[src/hw/rtl/gpr_pkg.sv]
// Types, constants and helpers for the plane rotation block
`default_nettype none
package gpr_pkg;

   localparam int TRIG_FRAC   = 16;
   localparam int TRIG_W      = TRIG_FRAC + 2;
   localparam int COORD_W     = 32;
   localparam int DIFF_W      = COORD_W + 1;
   localparam int PROD_W      = DIFF_W + TRIG_W;
   localparam int SUM_W       = PROD_W + 1;
   localparam int RND_W       = SUM_W - TRIG_FRAC;
   localparam int LANE_STAGES = 5;
   localparam int LIMIT_W     = 16;

   typedef logic [1:0] cmd_type;
   localparam cmd_type CMD_ORDINARY = 2'd0;
   localparam cmd_type CMD_START    = 2'd1;
   localparam cmd_type CMD_STOP     = 2'd2;

   typedef logic [2:0] status_type;
   localparam status_type ST_OK          = 3'd0;
   localparam status_type ST_NO_FIRST    = 3'd1;
   localparam status_type ST_NO_SECOND   = 3'd2;
   localparam status_type ST_NO_ANGLE    = 3'd3;
   localparam status_type ST_ANGLE_RANGE = 3'd4;

   localparam logic signed [COORD_W-1:0] ANGLE_MAX = 32'sd23592960;
   localparam logic signed [COORD_W-1:0] ANGLE_MIN = -32'sd23592960;

   typedef struct packed {
      logic                     busy;
      logic                     done;
      logic signed [TRIG_W-1:0] sine;
      logic signed [TRIG_W-1:0] cosine;
   } trig_result_type;

   typedef struct packed {
      logic                      rot;
      logic signed [COORD_W-1:0] center_h;
      logic signed [COORD_W-1:0] center_v;
      logic signed [TRIG_W-1:0]  cosine;
      logic signed [TRIG_W-1:0]  sine;
   } lane_ctrl_type;

   typedef struct packed {
      logic [5:0]  shift;
      logic [31:0] mult;
   } recip_type;

   // reciprocal of the n(n+1) divisor for step k, exact for dividends below 2^31
   function automatic recip_type series_recip(input logic is_cos, input logic [2:0] k);
      recip_type r;
      r.shift = 6'd31;
      r.mult  = 32'h8000_0000;
      if (is_cos) begin
         case (k)
            3'd1: begin
               r.shift = 6'd32;
               r.mult  = 32'(((64'd1 << 32) + 64'd1) / 64'd2);
            end
            3'd2: begin
               r.shift = 6'd35;
               r.mult  = 32'(((64'd1 << 35) + 64'd11) / 64'd12);
            end
            3'd3: begin
               r.shift = 6'd36;
               r.mult  = 32'(((64'd1 << 36) + 64'd29) / 64'd30);
            end
            3'd4: begin
               r.shift = 6'd37;
               r.mult  = 32'(((64'd1 << 37) + 64'd55) / 64'd56);
            end
            3'd5: begin
               r.shift = 6'd38;
               r.mult  = 32'(((64'd1 << 38) + 64'd89) / 64'd90);
            end
            default: begin
               r.shift = 6'd31;
               r.mult  = 32'h8000_0000;
            end
         endcase
      end else begin
         case (k)
            3'd1: begin
               r.shift = 6'd34;
               r.mult  = 32'(((64'd1 << 34) + 64'd5) / 64'd6);
            end
            3'd2: begin
               r.shift = 6'd36;
               r.mult  = 32'(((64'd1 << 36) + 64'd19) / 64'd20);
            end
            3'd3: begin
               r.shift = 6'd37;
               r.mult  = 32'(((64'd1 << 37) + 64'd41) / 64'd42);
            end
            3'd4: begin
               r.shift = 6'd38;
               r.mult  = 32'(((64'd1 << 38) + 64'd71) / 64'd72);
            end
            default: begin
               r.shift = 6'd31;
               r.mult  = 32'h8000_0000;
            end
         endcase
      end
      return r;
   endfunction

endpackage
`default_nettype wire

[src/hw/rtl/gpr_trig.sv]
// Sequential sine/cosine generator: one shared multiplier, reciprocal division
`default_nettype none
module gpr_trig import gpr_pkg::*; (
   input  wire logic                      clock,
   input  wire logic                      reset,
   input  wire logic                      start,
   input  wire logic signed [COORD_W-1:0] angle,
   output trig_result_type                result
);

   localparam logic signed [32:0] FULL    = 33'sd23592960;
   localparam logic signed [32:0] QUARTER = 33'sd5898240;
   localparam logic signed [32:0] EIGHTH  = 33'sd2949120;
   localparam logic [31:0]        PI_Q30  = 32'hC90FDAA2;
   // ceil(pi_q30 * 2^26 / 45): x = r * X_RCP >> 44
   localparam logic [63:0]        X_RCP   = ((64'(PI_Q30) << 26) + 64'd44) / 64'd45;
   localparam int                 ACC_W   = 34;
   localparam int                 RND_SH  = 30 - TRIG_FRAC;
   localparam logic signed [ACC_W-1:0] RND_HALF =
      ACC_W'(RND_SH == 0 ? 0 : 2 ** (RND_SH - 1));
   localparam logic [30:0]        Q30_ONE = 31'h4000_0000;

   typedef enum logic [9:0] {
      T_IDLE = 10'b00_0000_0001,
      T_WRAP = 10'b00_0000_0010,
      T_FOLD = 10'b00_0000_0100,
      T_XMUL = 10'b00_0000_1000,
      T_XHI  = 10'b00_0001_0000,
      T_MUL1 = 10'b00_0010_0000,
      T_MUL2 = 10'b00_0100_0000,
      T_DIV  = 10'b00_1000_0000,
      T_ACC  = 10'b01_0000_0000,
      T_DONE = 10'b10_0000_0000
   } tstate_type;

   tstate_type              state_ff, state_in;
   logic signed [32:0]      ang_ff, ang_in;
   logic [1:0]              quad_ff, quad_in;
   logic                    swap_ff, swap_in;
   logic [22:0]             r_ff, r_in;
   logic [29:0]             x_ff, x_in;
   logic [30:0]             term_ff, term_in;
   logic [63:0]             prod_ff, prod_in;
   logic signed [ACC_W-1:0] acc_ff, acc_in;
   logic signed [ACC_W-1:0] sacc_ff, sacc_in;
   logic [2:0]              k_ff, k_in;
   logic                    cos_phase_ff, cos_phase_in;
   logic [30:0]             n_ff, n_in;

   logic [31:0]             mul_a, mul_b;
   logic [63:0]             mul_p;
   recip_type               rcp;
   logic [63:0]             div_q;
   logic [63:0]             x_sum;
   logic signed [32:0]      wrap_a, wrap_b;
   logic [1:0]              fold_q;
   logic signed [32:0]      fold_off, fold_r;
   logic                    fold_swap;
   logic signed [ACC_W-1:0] acc_new;
   logic signed [ACC_W-1:0] s_sum, c_sum;
   logic signed [TRIG_W-1:0] s_rnd, c_rnd, s_sw, c_sw;

   assign rcp = series_recip(cos_phase_ff, k_ff);

   always_comb begin
      case (state_ff)
         T_XMUL: begin
            mul_a = {9'd0, r_ff};
            mul_b = {6'd0, X_RCP[25:0]};
         end
         T_XHI: begin
            mul_a = {9'd0, r_ff};
            mul_b = {5'd0, X_RCP[52:26]};
         end
         T_MUL1: begin
            mul_a = {1'b0, term_ff};
            mul_b = {2'b0, x_ff};
         end
         T_MUL2: begin
            mul_a = {1'b0, prod_ff[60:30]};
            mul_b = {2'b0, x_ff};
         end
         T_DIV: begin
            mul_a = {1'b0, n_ff};
            mul_b = rcp.mult;
         end
         default: begin
            mul_a = '0;
            mul_b = '0;
         end
      endcase
   end
   assign mul_p = mul_a * mul_b;

   assign div_q = mul_p >> rcp.shift;
   assign x_sum = mul_p + {26'd0, prod_ff[63:26]};

   assign wrap_a = (ang_ff < 0) ? ang_ff + FULL : ang_ff;
   assign wrap_b = (wrap_a >= FULL) ? wrap_a - FULL : wrap_a;

   always_comb begin
      if (ang_ff >= 3 * QUARTER) begin
         fold_q   = 2'd3;
         fold_off = 33'(3 * QUARTER);
      end else if (ang_ff >= 2 * QUARTER) begin
         fold_q   = 2'd2;
         fold_off = 33'(2 * QUARTER);
      end else if (ang_ff >= QUARTER) begin
         fold_q   = 2'd1;
         fold_off = QUARTER;
      end else begin
         fold_q   = 2'd0;
         fold_off = '0;
      end
   end
   assign fold_r    = ang_ff - fold_off;
   assign fold_swap = fold_r > EIGHTH;

   assign acc_new = k_ff[0] ? acc_ff - $signed({3'd0, term_ff})
                            : acc_ff + $signed({3'd0, term_ff});

   always_comb begin
      state_in     = state_ff;
      ang_in       = ang_ff;
      quad_in      = quad_ff;
      swap_in      = swap_ff;
      r_in         = r_ff;
      x_in         = x_ff;
      term_in      = term_ff;
      prod_in      = prod_ff;
      acc_in       = acc_ff;
      sacc_in      = sacc_ff;
      k_in         = k_ff;
      cos_phase_in = cos_phase_ff;
      n_in         = n_ff;
      case (state_ff)
         T_IDLE: begin
            if (start) begin
               ang_in   = {angle[COORD_W-1], angle};
               state_in = T_WRAP;
            end
         end
         T_WRAP: begin
            ang_in   = wrap_b;
            state_in = T_FOLD;
         end
         T_FOLD: begin
            quad_in  = fold_q;
            swap_in  = fold_swap;
            r_in     = fold_swap ? 23'(QUARTER - fold_r) : fold_r[22:0];
            state_in = T_XMUL;
         end
         T_XMUL: begin
            prod_in  = mul_p;
            state_in = T_XHI;
         end
         T_XHI: begin
            x_in         = x_sum[47:18];
            term_in      = {1'b0, x_sum[47:18]};
            acc_in       = $signed({4'd0, x_sum[47:18]});
            k_in         = 3'd1;
            cos_phase_in = 1'b0;
            state_in     = T_MUL1;
         end
         T_MUL1: begin
            prod_in  = mul_p;
            state_in = T_MUL2;
         end
         T_MUL2: begin
            n_in     = mul_p[60:30];
            state_in = T_DIV;
         end
         T_DIV: begin
            term_in  = div_q[30:0];
            state_in = T_ACC;
         end
         T_ACC: begin
            k_in   = k_ff + 1'b1;
            acc_in = acc_new;
            if (!cos_phase_ff && k_ff == 3'd4) begin
               sacc_in      = acc_new;
               term_in      = Q30_ONE;
               acc_in       = $signed({3'd0, Q30_ONE});
               k_in         = 3'd1;
               cos_phase_in = 1'b1;
               state_in     = T_MUL1;
            end else if (cos_phase_ff && k_ff == 3'd5) begin
               state_in = T_DONE;
            end else begin
               state_in = T_MUL1;
            end
         end
         T_DONE: begin
            state_in = T_IDLE;
         end
         default: begin
            state_in = T_IDLE;
         end
      endcase
   end

   always_ff @(posedge clock) begin
      if (reset) begin
         state_ff <= T_IDLE;
      end else begin
         state_ff <= state_in;
      end
      ang_ff       <= ang_in;
      quad_ff      <= quad_in;
      swap_ff      <= swap_in;
      r_ff         <= r_in;
      x_ff         <= x_in;
      term_ff      <= term_in;
      prod_ff      <= prod_in;
      acc_ff       <= acc_in;
      sacc_ff      <= sacc_in;
      k_ff         <= k_in;
      cos_phase_ff <= cos_phase_in;
      n_ff         <= n_in;
   end

   // round half up to the trig format, then undo fold and quadrant
   assign s_sum = (sacc_ff + RND_HALF) >>> RND_SH;
   assign c_sum = (acc_ff + RND_HALF) >>> RND_SH;
   assign s_rnd = s_sum[TRIG_W-1:0];
   assign c_rnd = c_sum[TRIG_W-1:0];
   assign s_sw  = swap_ff ? c_rnd : s_rnd;
   assign c_sw  = swap_ff ? s_rnd : c_rnd;

   always_comb begin
      result.busy = state_ff != T_IDLE;
      result.done = state_ff == T_DONE;
      case (quad_ff)
         2'd0: begin
            result.sine   = s_sw;
            result.cosine = c_sw;
         end
         2'd1: begin
            result.sine   = c_sw;
            result.cosine = -s_sw;
         end
         2'd2: begin
            result.sine   = -s_sw;
            result.cosine = -c_sw;
         end
         default: begin
            result.sine   = -c_sw;
            result.cosine = s_sw;
         end
      endcase
   end

endmodule
`default_nettype wire

[config.mk]
export PLATFORM = sky130hd
export DESIGN_NAME = gpr_trig
export DESIGN_NICKNAME = d
export VERILOG_FILES = /design/src/hw/rtl/gpr_pkg.sv /design/src/hw/rtl/gpr_trig.sv
export SDC_FILE = /design/constraint.sdc
export NUM_CORES = 2
export LEC_CHECK = 0
export ABC_AREA = 0
export BUFFER_PORTS_ARGS = -buffer_cell sky130_fd_sc_hd__buf_4
export CORE_MARGIN = 4
export CORE_UTILIZATION = 28
export DETAILED_ROUTE_END_ITERATION = 6
export PLACE_DENSITY_LB_ADDON = 0.08
export SYNTH_ARGS = -nofsm -noshare
export SYNTH_HDL_FRONTEND = slang
export SYNTH_SLANG_ARGS = --single-unit
export TNS_END_PERCENT = 100
[constraint.sdc]
create_clock -name clock -period 11 [get_ports clock]
set_input_delay 1.1 -clock clock [delete_from_list [all_inputs] [get_ports clock]]
set_output_delay 1.1 -clock clock [all_outputs]
set_load 0.02 [all_outputs]
==> impl_metrics.json <==
{
  "fin_util": 0.3602,
  "grt_max_degree": 77,
  "finalWorstSetupSlack_ns": 0.08616,
  "power_mw": 2.390,
  "hold_viol_final": 0,
  "drv_cap": 0,
  "fin_crit_sh": 0.9922,
  "arrival_ns": 11.27,
  "syn_to_final_growth_pct": 27.29,
  "hold_class": "reg -> reg",
  "num_rows": 157,
  "synth_flop_cell": "edfxtp_1",
  "async_flop_share": 0,
  "yosysTopAreaCellShare": 0.3340,
  "avgViaCountPerCell": 4.984,
  "cts.sinks": 253,
  "seq_area_mm2": 0.007502,
  "critPathRequiredTime_ns": 11.36,
  "synth-seq-area-share": 0.1441,
  "grt-ovfl-total": 0,
  "worstSetupStartpointType": "flop",
  "synth_common_cells": "nand2_1, inv_1, fa_1, nor2_1, ha_1",
  "dp_hpwl_um": 196300,
  "relSlewSlack": 0.1811,
  "fin_crit_ns": 10.91,
  "vias": 45970,
  "hold_buffers": 0,
  "synth-edff-count": 243,
  "detail_route.first_pass.iterations": 6,
  "synth-seq-cells": 253,
  "clockBufferDepth": 3,
  "syn_inst": 5965,
  "leakagePower_nw": 30.29,
  "cp_slowest_cell": "a221oi_1",
  "ios": 73,
  "synth_area_leaders": "fa_1, edfxtp_1, ha_1",
  "synth_nets": 7214,
  "avgSynthCellArea_um2": 8.722,
  "wirelength_um": 229100,
  "cts_root_buffer": "clkbuf_16",
  "skew_ns": 0.01579,
  "vdd_drop_max_uv": 134.3,
  "start_util": 0.2830,
  "dp_cells": 9065,
  "netlist-cell-type-count": 106,
  "yosysTopAreaCell": "fa_1",
  "clk_pin_slew_ns": 0.07,
  "status": "finished, final reports clean",
  "grt_antenna_before_repair": 3,
  "io_buffers": 72,
  "tns_ns": 0,
  "routabilityCongestion": 0.9545,
  "ys_warn_count": 0,
  "worstSetupPathType": "reg -> reg",
  "multi_input_area_mm2": 0.04159,
  "worst-path-max-fanout": 8,
  "whs_ns": 0.6055,
  "cp-end-kind": "flop",
  "grt_pass1_wl_um": 330400,
  "tightest_slew_ns": 1.224,
  "cpMostUsedCell": "fa_1",
  "clkLatencyLatePin_ns": 0.60,
  "crit_path_max_incr_delay_ns": 0.61,
  "maxSlewViolCount": 0,
  "grt_pass1_vias": 46890,
  "cts-buffers-inserted": 31,
  "layout.cells.non_filler": 9223,
  "avgRoutedWirePerCell_um": 24.84,
  "route.antenna.remaining_nets": 0,
  "htreeDepth": 1,
  "synth_area_mm2": 0.05203,
  "fillerInstances": 19190,
  "final-setup-viol-count": 0,
  "chipHeight_um": 439.1,
  "gr-usage-all-layers": 0.2327,
  "drtIter0Drc": 3661,
  "grt_setup_unrepaired": "true",
  "drc": 0,
  "synth.most_common_cell": "nand2_1",
  "placed_cell_area_mm2": 0.06244,
  "fin_nets": 7986,
  "fmax_ghz": 0.09163,
  "dieArea_mm2": 0.1928,
  "final_area_mm2": 0.06623,
  "power_density_mw_per_mm2": 36.08,
  "drive_above_1_share": 0.2215,
  "die_w_um": 439.1,
  "core_mm2": 0.1839,
  "cts_tree": "built",
  "post-place-ws_ns": -0.7252
}
## cells by family after synthesis
| family | after synthesis | share of synthesized area |
|---|---|---|
| AOI/OAI and AO/OA | 872 | 0.1119 |
| xor gates and xnor gates | 222 | 0.03795 |
| adders and majority gates | 1214 | 0.4172 |
| buffers and inverters | 1207 | 0.08816 |
| DFF | 253 | 0.1441 |
| muxes | 106 | 0.02376 |
| and+or+nand+nor | 2091 | 0.1769 |
## state kept, by name (all words and copies together), names as in the netlist
name          count
acc_ff           32
ang_ff           33
cos_phase_ff      1
k_ff              3
n_ff             31
prod_ff          37
quad_ff           2
r_ff             23
sacc_ff          19
state_ff         10
swap_ff           1
term_ff          31
x_ff             30
## cells in the final DEF, fill, tap and decap left out, drive strengths merged, types with 17 or more instances in the layout
| cell type | count |
|---|---|
| a221oi | 28 |
| a211o | 18 |
| or3 | 20 |
| a21o | 75 |
| mux2 | 30 |
| o21ai | 185 |
| a211oi | 53 |
| o21a | 24 |
| inv | 898 |
| a22oi | 17 |
| nor3 | 81 |
| ha | 346 |
| nand2b | 31 |
| and2 | 90 |
| clkbuf | 41 |
| buf | 1039 |
| nand4 | 51 |
| and3 | 35 |
| a31oi | 28 |
| o211ai | 20 |
| xnor2 | 126 |
| mux2i | 65 |
| xor2 | 96 |
| nand3 | 80 |
| edfxtp | 243 |
| a21oi | 243 |
| nand2 | 929 |
| nor4 | 32 |
| nor2 | 651 |
| fa | 868 |
## critical path: cells and delay by family, from the launching register on
kind	cells	cell delay, ns
buf+inv	6	0.64
compound gates	7	1.88
simple gates	15	2.69
flops	1	0.42
xor+xnor	2	0.33
fa+ha+maj	10	4.64
## metal layers
| layer | wire (um) | GRT usage | up-vias |
|---|---|---|---|
| met3 | 10550 | 0.02082 | 137 |
| met2 | 107500 | 0.3841 | 1141 |
| met5 | 0 | 0 | - |
| met4 | 4039 | 0.03243 | 0 |
| met1 | 107000 | 0.3381 | 23770 |
| li1 | - | - | 20920 |
## final timing paths
path | startpoint | endpoint | slack (ns) | cells past startpoint
hold / removal | ang_ff[4] | r_ff[4] | 0.61 | 1
setup reg to reg | state_ff[9] | term_ff[29] | 0.09 | 40
setup / recovery | state_ff[9] | term_ff[29] | 0.09 | 40
hold reg to reg | ang_ff[4] | r_ff[4] | 0.61 | 1
## area by class of cell
type | count | area share
Antenna cell | 1 | 0.00003779
Clock buffer | 34 | 0.01188
Clock inverter | 20 | 0.003495
Inverter | 899 | 0.05095
Multi-Input combinational cell | 4506 | 0.6280
Sequential cell | 253 | 0.1133
Tap cell | 2464 | 0.04655
Timing Repair Buffer | 1046 | 0.1458
## power breakdown
group / switching, mW / total [mW] / internal [mW]
clock: 0.453 / 1.06 / 0.610
combinational: 0.134 / 0.230 / 0.0958
sequential: 0.0247 / 1.10 / 1.07
## timing repair
| item | in CTS | in global routing |
|---|---|---|
| pin swaps | 44 | 175 |
| setup endpoints to repair | 59 | 68 |
| gates cloned | 1 | 7 |
| buffers inserted | 22 | 80 |
| gates resized for setup | 111 | 313 |
No activity file was read; power rests on OpenSTA's default activity.
